File: config.mk
export PLATFORM = sky130hd
export DESIGN_NAME = signed_int_to_radix_digits
export DESIGN_NICKNAME = d
export VERILOG_FILES = /design/src/design/rsd_pkg.sv /design/src/design/rsd_front.sv /design/src/design/rsd_queue.sv /design/src/design/rsd_back.sv /design/src/design/signed_int_to_radix_digits.sv
export SDC_FILE = /design/constraint.sdc
export NUM_CORES = 2
export LEC_CHECK = 0
export CAP_MARGIN = 20
export CORE_MARGIN = 2
export CORE_UTILIZATION = 50
export DETAILED_ROUTE_END_ITERATION = 16
export DONT_BUFFER_PORTS = 1
export HOLD_SLACK_MARGIN = 0.02
export PLACE_DENSITY = 0.7
export SLEW_MARGIN = 10
export SYNTH_ARGS = -nofsm -noshare
export SYNTH_HDL_FRONTEND = slang
export SYNTH_SLANG_ARGS = --single-unit
File: constraint.sdc
create_clock -name i_clk -period 28.8 [get_ports i_clk]
set_input_delay 2.88 -clock i_clk [delete_from_list [all_inputs] [get_ports i_clk]]
set_output_delay 2.88 -clock i_clk [all_outputs]
set_load 0.005 [all_outputs]
File: src/design/rsd_pkg.sv
// Shared constants, types and register codes for the radix digit converter.
// No dependencies; every other file refers to this package by scoped names.
package rsd_pkg;

    localparam int MAX_SYMBOLS  = 16;
    localparam int NUMBER_BITS  = 32;
    localparam int ALPHA_SYMS   = 16;
    localparam int SYM_W        = 8;
    localparam int CFG_W        = 64;
    localparam int CFG_IDX_W    = 8;
    localparam int MIN_RADIX    = 2;

    localparam logic [CFG_IDX_W-1:0] REG_ALPHA_LOW  = CFG_IDX_W'(0);
    localparam logic [CFG_IDX_W-1:0] REG_ALPHA_HIGH = CFG_IDX_W'(1);

    localparam logic [SYM_W-1:0] SYM_PLUS  = 8'h2B;
    localparam logic [SYM_W-1:0] SYM_MINUS = 8'h2D;

    localparam int RADIX_W      = $clog2(MAX_SYMBOLS + 1);
    localparam int DIGIT_W      = $clog2(MAX_SYMBOLS);
    localparam int DIGIT_DEPTH  = NUMBER_BITS;
    localparam int DIG_IDX_W    = $clog2(DIGIT_DEPTH);
    localparam int DIG_CNT_W    = $clog2(DIGIT_DEPTH + 1);
    localparam int BITS_PER_CYC = 8;
    localparam int BIT_CNT_W    = $clog2(NUMBER_BITS + BITS_PER_CYC);

    localparam int QUEUE_DEPTH  = 2;
    localparam int Q_PTR_W      = $clog2(QUEUE_DEPTH);
    localparam int Q_CNT_W      = $clog2(QUEUE_DEPTH + 1);

    typedef logic [ALPHA_SYMS-1:0][SYM_W-1:0] t_alpha;

    typedef struct packed {
        logic [NUMBER_BITS-1:0] mag;
        logic                   neg;
        logic [RADIX_W-1:0]     radix;
    } t_job;

    typedef struct packed {
        logic full;
        logic empty;
    } t_q_stat;

endpackage

File: src/design/rsd_front.sv
// Front end: alphabet registers, input capture, alphabet check and job build.
// Depends on rsd_pkg; pushes jobs into rsd_queue.
module rsd_front (
    input  logic                             i_clk,
    input  logic                             i_rst_n,
    input  logic                             i_start,
    input  logic signed [31:0]               i_number,
    output logic                             o_busy,
    input  logic                             i_cfg_we,
    input  logic [rsd_pkg::CFG_IDX_W-1:0]    i_cfg_index,
    input  logic [rsd_pkg::CFG_W-1:0]        i_cfg_data,
    output rsd_pkg::t_alpha                  o_alpha,
    output logic                             o_push,
    output rsd_pkg::t_job                    o_job,
    input  rsd_pkg::t_q_stat                 i_q_stat
);

    logic [rsd_pkg::CFG_W-1:0]       r_alpha_low;
    logic [rsd_pkg::CFG_W-1:0]       r_alpha_high;
    logic                            r_fv;
    logic [rsd_pkg::NUMBER_BITS-1:0] r_value;

    rsd_pkg::t_alpha                 alpha;
    logic [rsd_pkg::ALPHA_SYMS-1:0]  in_set;
    logic [rsd_pkg::RADIX_W-1:0]     count;
    logic                            bad;
    logic                            radix_ok;
    logic                            accept;
    logic                            neg;

    assign alpha = {r_alpha_high, r_alpha_low};

    // Alphabet length and validity: prefix of nonzero symbols, no sign chars, no repeats.
    always_comb begin
        logic prefix;
        prefix = 1'b1;
        count  = '0;
        bad    = 1'b0;
        for (int i = 0; i < rsd_pkg::ALPHA_SYMS; i++) begin
            if (i < rsd_pkg::MAX_SYMBOLS) begin
                prefix = prefix & (alpha[i] != '0);
            end else begin
                prefix = 1'b0;
            end
            in_set[i] = prefix;
            count     = count + rsd_pkg::RADIX_W'(prefix);
        end
        for (int i = 0; i < rsd_pkg::ALPHA_SYMS; i++) begin
            if (in_set[i] && (alpha[i] == rsd_pkg::SYM_PLUS || alpha[i] == rsd_pkg::SYM_MINUS)) begin
                bad = 1'b1;
            end
            for (int j = i + 1; j < rsd_pkg::ALPHA_SYMS; j++) begin
                if (in_set[j] && alpha[i] == alpha[j]) begin
                    bad = 1'b1;
                end
            end
        end
    end

    assign radix_ok = !bad && (count >= rsd_pkg::RADIX_W'(rsd_pkg::MIN_RADIX));
    assign o_busy   = r_fv && radix_ok && i_q_stat.full;
    assign accept   = i_start && !o_busy;
    assign o_push   = r_fv && radix_ok && !i_q_stat.full;

    assign neg       = r_value[rsd_pkg::NUMBER_BITS-1];
    assign o_job.neg = neg;
    assign o_job.mag = neg ? (~r_value + 1'b1) : r_value;
    assign o_job.radix = count;
    assign o_alpha   = alpha;

    always_ff @(posedge i_clk) begin
        if (!i_rst_n) begin
            r_alpha_low  <= '0;
            r_alpha_high <= '0;
            r_fv         <= 1'b0;
        end else begin
            if (i_cfg_we && i_cfg_index == rsd_pkg::REG_ALPHA_LOW) begin
                r_alpha_low <= i_cfg_data;
            end
            if (i_cfg_we && i_cfg_index == rsd_pkg::REG_ALPHA_HIGH) begin
                r_alpha_high <= i_cfg_data;
            end
            // an item with a bad alphabet is simply dropped
            r_fv <= accept || o_busy;
        end
    end

    always_ff @(posedge i_clk) begin
        if (accept) begin
            r_value <= i_number[rsd_pkg::NUMBER_BITS-1:0];
        end
    end

endmodule

File: src/design/rsd_queue.sv
// Short job queue between front end and digit engine.
// Depends on rsd_pkg.
module rsd_queue (
    input  logic             i_clk,
    input  logic             i_rst_n,
    input  logic             i_push,
    input  rsd_pkg::t_job    i_job,
    input  logic             i_pop,
    output rsd_pkg::t_job    o_job,
    output rsd_pkg::t_q_stat o_stat
);

    rsd_pkg::t_job                r_mem [rsd_pkg::QUEUE_DEPTH];
    logic [rsd_pkg::Q_PTR_W-1:0]  r_wp;
    logic [rsd_pkg::Q_PTR_W-1:0]  r_rp;
    logic [rsd_pkg::Q_CNT_W-1:0]  r_cnt;

    localparam logic [rsd_pkg::Q_PTR_W-1:0] PTR_LAST =
        rsd_pkg::Q_PTR_W'(rsd_pkg::QUEUE_DEPTH - 1);

    assign o_job        = r_mem[r_rp];
    assign o_stat.full  = (r_cnt == rsd_pkg::Q_CNT_W'(rsd_pkg::QUEUE_DEPTH));
    assign o_stat.empty = (r_cnt == '0);

    always_ff @(posedge i_clk) begin
        if (!i_rst_n) begin
            r_wp  <= '0;
            r_rp  <= '0;
            r_cnt <= '0;
        end else begin
            if (i_push) begin
                r_wp <= (r_wp == PTR_LAST) ? '0 : r_wp + 1'b1;
            end
            if (i_pop) begin
                r_rp <= (r_rp == PTR_LAST) ? '0 : r_rp + 1'b1;
            end
            if (i_push && !i_pop) begin
                r_cnt <= r_cnt + 1'b1;
            end else if (i_pop && !i_push) begin
                r_cnt <= r_cnt - 1'b1;
            end
        end
    end

    always_ff @(posedge i_clk) begin
        if (i_push) begin
            r_mem[r_wp] <= i_job;
        end
    end

endmodule

File: src/design/rsd_back.sv
// Digit engine: iterative divide by the radix, digit buffer, symbol emission.
// Depends on rsd_pkg; pops jobs from rsd_queue.
module rsd_back (
    input  logic                         i_clk,
    input  logic                         i_rst_n,
    input  rsd_pkg::t_alpha              i_alpha,
    input  rsd_pkg::t_job                i_job,
    input  rsd_pkg::t_q_stat             i_q_stat,
    output logic                         o_pop,
    output logic                         o_strobe,
    output logic [rsd_pkg::SYM_W-1:0]    o_symbol,
    output logic                         o_last
);

    localparam logic [1:0] ST_IDLE = 2'd0;
    localparam logic [1:0] ST_DIV  = 2'd1;
    localparam logic [1:0] ST_SIGN = 2'd2;
    localparam logic [1:0] ST_EMIT = 2'd3;

    logic [1:0]                        r_state;
    logic [rsd_pkg::NUMBER_BITS-1:0]   r_quo;
    logic [rsd_pkg::RADIX_W-1:0]       r_rem;
    logic [rsd_pkg::BIT_CNT_W-1:0]     r_bits;
    logic [rsd_pkg::RADIX_W-1:0]       r_radix;
    logic                              r_neg;
    logic [rsd_pkg::DIG_CNT_W-1:0]     r_nd;
    logic [rsd_pkg::DIGIT_W-1:0]       r_dig [rsd_pkg::DIGIT_DEPTH];
    logic                              r_strobe;
    logic [rsd_pkg::SYM_W-1:0]         r_symbol;
    logic                              r_last;

    logic [rsd_pkg::NUMBER_BITS-1:0]   quo;
    logic [rsd_pkg::RADIX_W-1:0]       rem;
    logic [rsd_pkg::BIT_CNT_W-1:0]     bits_next;
    logic                              digit_done;
    logic [rsd_pkg::DIG_CNT_W-1:0]     nd_m1;

    // Restoring division, BITS_PER_CYC quotient bits per cycle. Dividend bits
    // shift out of the top of r_quo while quotient bits fill in at the bottom.
    always_comb begin
        logic [rsd_pkg::RADIX_W:0] sh;
        quo = r_quo;
        rem = r_rem;
        sh  = '0;
        for (int k = 0; k < rsd_pkg::BITS_PER_CYC; k++) begin
            if (int'(r_bits) + k < rsd_pkg::NUMBER_BITS) begin
                sh  = {rem, quo[rsd_pkg::NUMBER_BITS-1]};
                quo = {quo[rsd_pkg::NUMBER_BITS-2:0], 1'b0};
                if (sh >= {1'b0, r_radix}) begin
                    sh     = sh - {1'b0, r_radix};
                    quo[0] = 1'b1;
                end
                rem = sh[rsd_pkg::RADIX_W-1:0];
            end
        end
    end

    assign bits_next  = r_bits + rsd_pkg::BIT_CNT_W'(rsd_pkg::BITS_PER_CYC);
    assign digit_done = (int'(bits_next) >= rsd_pkg::NUMBER_BITS);
    assign nd_m1      = r_nd - 1'b1;
    assign o_pop      = (r_state == ST_IDLE) && !i_q_stat.empty;

    assign o_strobe = r_strobe;
    assign o_symbol = r_symbol;
    assign o_last   = r_last;

    always_ff @(posedge i_clk) begin
        if (!i_rst_n) begin
            r_state  <= ST_IDLE;
            r_strobe <= 1'b0;
        end else begin
            r_strobe <= 1'b0;
            unique case (r_state)
                ST_IDLE: begin
                    if (o_pop) begin
                        r_state <= ST_DIV;
                    end
                end
                ST_DIV: begin
                    if (digit_done && quo == '0) begin
                        r_state <= r_neg ? ST_SIGN : ST_EMIT;
                    end
                end
                ST_SIGN: begin
                    r_strobe <= 1'b1;
                    r_state  <= ST_EMIT;
                end
                ST_EMIT: begin
                    r_strobe <= 1'b1;
                    if (r_nd == rsd_pkg::DIG_CNT_W'(1)) begin
                        r_state <= ST_IDLE;
                    end
                end
                default: r_state <= ST_IDLE;
            endcase
        end
    end

    always_ff @(posedge i_clk) begin
        unique case (r_state)
            ST_IDLE: begin
                r_quo   <= i_job.mag;
                r_neg   <= i_job.neg;
                r_radix <= i_job.radix;
                r_rem   <= '0;
                r_bits  <= '0;
                r_nd    <= '0;
            end
            ST_DIV: begin
                r_quo <= quo;
                if (digit_done) begin
                    r_dig[r_nd[rsd_pkg::DIG_IDX_W-1:0]] <= rem[rsd_pkg::DIGIT_W-1:0];
                    r_nd   <= r_nd + 1'b1;
                    r_rem  <= '0;
                    r_bits <= '0;
                end else begin
                    r_rem  <= rem;
                    r_bits <= bits_next;
                end
            end
            ST_SIGN: begin
                r_symbol <= rsd_pkg::SYM_MINUS;
                r_last   <= 1'b0;
            end
            ST_EMIT: begin
                r_symbol <= i_alpha[r_dig[nd_m1[rsd_pkg::DIG_IDX_W-1:0]]];
                r_last   <= (r_nd == rsd_pkg::DIG_CNT_W'(1));
                r_nd     <= nd_m1;
            end
            default: begin
                r_nd <= r_nd;
            end
        endcase
    end

endmodule

File: src/design/signed_int_to_radix_digits.sv
// Signed 32-bit integer to text in a radix given by a configured symbol alphabet.
// Depends on rsd_pkg, rsd_front, rsd_queue and rsd_back.
//
// Write the alphabet (registers 0 and 1, up to 16 byte symbols, ended by a zero
// byte) while the block is idle, then pulse i_start with a number whenever
// o_busy is low. Each output character appears on o_symbol for one cycle with
// o_strobe high; the receiver cannot stall, so it must take every beat. A
// negative number gives a leading '-', then the magnitude's digits most
// significant first; o_last marks the final one. With an invalid alphabet
// (fewer than two symbols, a '+' or '-', or a repeated symbol) a number gives
// no output. A number is captured in a register, the alphabet is checked as its
// job is pushed into the queue, and the digit engine loads it from there; the
// divider then finds each digit at 8 quotient bits a cycle over 32 bits, and
// the output gives one character per cycle. A two-entry job queue lets the next
// numbers be taken while the divider works.
module signed_int_to_radix_digits (
    input  logic                             i_clk,
    input  logic                             i_rst_n,
    input  logic                             i_start,
    output logic                             o_busy,
    input  logic signed [31:0]               i_number,
    input  logic                             i_cfg_we,
    input  logic [rsd_pkg::CFG_IDX_W-1:0]    i_cfg_index,
    input  logic [rsd_pkg::CFG_W-1:0]        i_cfg_data,
    output logic                             o_strobe,
    output logic [7:0]                       o_symbol,
    output logic                             o_last
);

    rsd_pkg::t_alpha  alpha;
    logic             push;
    logic             pop;
    rsd_pkg::t_job    job_in;
    rsd_pkg::t_job    job_out;
    rsd_pkg::t_q_stat q_stat;

    rsd_front u_front (
        .i_clk       (i_clk),
        .i_rst_n     (i_rst_n),
        .i_start     (i_start),
        .i_number    (i_number),
        .o_busy      (o_busy),
        .i_cfg_we    (i_cfg_we),
        .i_cfg_index (i_cfg_index),
        .i_cfg_data  (i_cfg_data),
        .o_alpha     (alpha),
        .o_push      (push),
        .o_job       (job_in),
        .i_q_stat    (q_stat)
    );

    rsd_queue u_queue (
        .i_clk   (i_clk),
        .i_rst_n (i_rst_n),
        .i_push  (push),
        .i_job   (job_in),
        .i_pop   (pop),
        .o_job   (job_out),
        .o_stat  (q_stat)
    );

    rsd_back u_back (
        .i_clk    (i_clk),
        .i_rst_n  (i_rst_n),
        .i_alpha  (alpha),
        .i_job    (job_out),
        .i_q_stat (q_stat),
        .o_pop    (pop),
        .o_strobe (o_strobe),
        .o_symbol (o_symbol),
        .o_last   (o_last)
    );

endmodule
==> impl_metrics.yaml <==
outcome:
  status: "finished, final reports clean"
global_route:
  grt_pass1_wl_um: 163000
  grtUsageTotal: 0.301
  overflow: 0
  grt_max_degree: 139
  grt_pass1_vias: 26400
  antenna_found_initial: 1
power_and_ir_drop:
  clockPowerShare: 0.147
  internal-power_mw: 2.07
  seqPwrFrac: 0.243
  power.density_mw_per_mm2: 105
  power_leakage_nw: 15.1
  switching_share: 0.457
  power_switching_mw: 1.75
  combinationalPowerShare: 0.610
  ir_worst_vdd_mv: 0.133
  total_power_mw: 3.82
floorplan:
  fp.dieH_um: 265
  die_x_um: 265
  num_rows: 95
  core-area_mm2: 0.0672
  dieArea_mm2: 0.0700
  pin_count: 119
  initial_core_util: 0.506
synth:
  synth.area.top_cells: "edfxtp_1, xnor2_1, xor2_1, dfxtp_1, nand2_1"
  syn_area_per_cell_um2: 9.30
  synth_flop_cell: "edfxtp_1"
  ys_async_sr_fraction: 0
  synth_top_area_cell: "edfxtp_1"
  ys_seq_elements: 434
  synth_nets: 3834
  synth.yosys.seq_area_share: 0.343
  synth_warnings: 0
  synth.most_common_cell: "xnor2_1"
  syn_inst: 3653
  synth_common_cells: "xnor2_1, xor2_1, nand2_1, edfxtp_1, clkbuf_1"
  synth_area_mm2: 0.0340
  netlist.area_leader.share: 0.263
  synth_edf_count: 297
  synth_cell_types: 85
routing:
  drt-pass1-iter-count: 6
  drc_errors: 0
  wirelength_um: 107000
  vias: 27600
  drt-wirelength-per-cell_um: 24.3
  ant_nets: 0
  drt-initial-drc-count: 3196
  viasPerCell: 6.27
clock_tree:
  cts_tree: "yes"
  cts_made_buffers: 46
  root_buffer: "clkbuf_16"
  cts_htree_levels: 2
  cts_resized: 0
  cts_sinks: 434
  cts_setup_buffers: 0
  path_clk_slew_ns: 0.06
  hold_buffers: 0
  clock_latency_ns: 0.61
  clockBufferDepth: 3
hold_path:
  holdCritPathClass: "reg2reg"
cells_and_area:
  layout.nets: 3674
  num_antenna_cells: 0
  multiInputGateArea_mm2: 0.0208
  syn_to_final_growth_pct: 7.21
  postLayoutCoreUtil: 0.542
  regArea_mm2: 0.0117
  nFillCells: 5972
  drive_above_1_share: 0.0924
setup_path:
  cp-end-kind: "flip-flop"
  crit_arrival_ns: 17.64
  max_stage_delay_ns: 0.75
  critical-path-top-delay-family: "compound AO/OA/AOI/OAI gates"
  cp_max_fo: 22
  r2r_setup_slack_ns: 11.60
  slowest_stage: "o311ai_1"
  cp.required_ns: 29.25
  start_kind: "flip-flop"
  crit_buf_inv: 4
  path_class: "reg2reg"
  path_common_cell: "nand2_1"
timing:
  fin_crit_ns: 17.20
  fin_worst_skew_ns: 0.0178
  setup_viol: 0
  finalCritPeriodShare: 0.597
  max_freq_mhz: 58.2
  rsz0062_at_grt: "false"
  slew_headroom: 0.254
  slew_viol_final: 0
  worstMarginPinSlew_ns: 1.12
  setup_tns_ns: 0
  final_hold_viol_count: 0
place:
  port_buffers: 0
  hpwl_um: 67300
  place.gp.congestion: 0.970
flow_run:
  cap_violations: 0
==> worst paths after layout <==
path	from	to	depth (start not counted)
worst max register to register	u_back.r_radix[1]	u_back.r_dig[22][1]	75
worst min-delay path	u_queue.r_cnt[1]	u_queue.r_cnt[1]	2
worst min register to register	u_queue.r_cnt[1]	u_queue.r_cnt[1]	2
worst max-delay path	u_back.r_radix[1]	u_back.r_dig[22][1]	75
==> through the flow <==
stage	hold slack [ns]	instance area (µm²)	cells	worst slack, ns
after floorplan	0.469	34000	3653	13.29
after global placement	0.519	34900	4312	11.83
after detailed placement	0.532	34900	4314	11.44
after CTS	0.552	36300	4399	11.37
after global routing	0.563	36400	4403	10.09
final	0.550	36400	4403	11.60
==> power groups by stage <==
| stage | clock network, mW | registers [mW] | logic (mW) |
|---|---|---|---|
| 2_1_floorplan | 0 | 0.922 | 1.75 |
| 3_3_place_gp | 0 | 0.946 | 2.20 |
| 3_5_place_dp | 0 | 0.943 | 2.26 |
| 4_1_cts | 0.573 | 0.930 | 2.27 |
| 5_1_grt | 0.598 | 0.935 | 2.55 |
| 6_report | 0.563 | 0.928 | 2.33 |
==> state kept, by name, indices dropped and copies added (netlist names), 6 cells and up, named ones only <==
register / flops
u_front.r_alpha_high: 64
u_back.r_dig: 128
u_queue.r_mem: 76
u_back.o_symbol: 8
u_back.r_quo: 32
u_back.r_nd: 6
u_front.r_alpha_low: 64
u_front.r_value: 32
==> cell families after synthesis <==
kind of cell             after synthesis  share of synthesized area
buffers and inverters                419                     0.0470
flip-flops                           434                      0.343
other                                  1                   0.000110
multiplexers                         142                     0.0552
AND/OR/NAND/NOR                      997                      0.146
adder cells (fa/ha/maj)               73                     0.0306
AO/OA/AOI/OAI                        549                      0.110
XOR/XNOR                            1038                      0.268
==> routing by layer <==
metal  track usage  share of wire
met5             0        0.00012
met2         0.457           0.43
met1         0.401           0.40
met3        0.0664           0.11
met4         0.158          0.060
==> worst min-delay path, stage by stage, from the launching register on <==
cell and delay [ns]:
dfxtp_1 0.35, o21ai_0 0.08, a21boi_0 0.07
==> final cells by class <==
type | count | share of cell area
Multi-Input combinational cell | 2800 | 0.572
Clock inverter | 32 | 0.00601
Timing Repair Buffer | 157 | 0.0337
Inverter | 54 | 0.00557
Clock buffer | 53 | 0.0329
Tap cell | 873 | 0.0300
Sequential cell | 434 | 0.320
==> placed cells by master (no fill, tap or decap), drive strengths merged, types with 16 or more instances in the layout <==
cell	n
a211oi	79
a21boi	133
a21o	16
a21oi	117
buf	157
clkbuf	53
clkinv	27
dfxtp	137
edfxtp	297
fa	17
ha	56
inv	56
mux2	27
mux2i	83
mux4	32
nand2	370
nand2b	17
nand3	21
nand4	141
nor2	131
nor2b	61
nor3	42
nor4	137
o211ai	22
o21ai	90
or3	22
xnor2	546
xor2	492
Power figures use the tool's default switching activity.
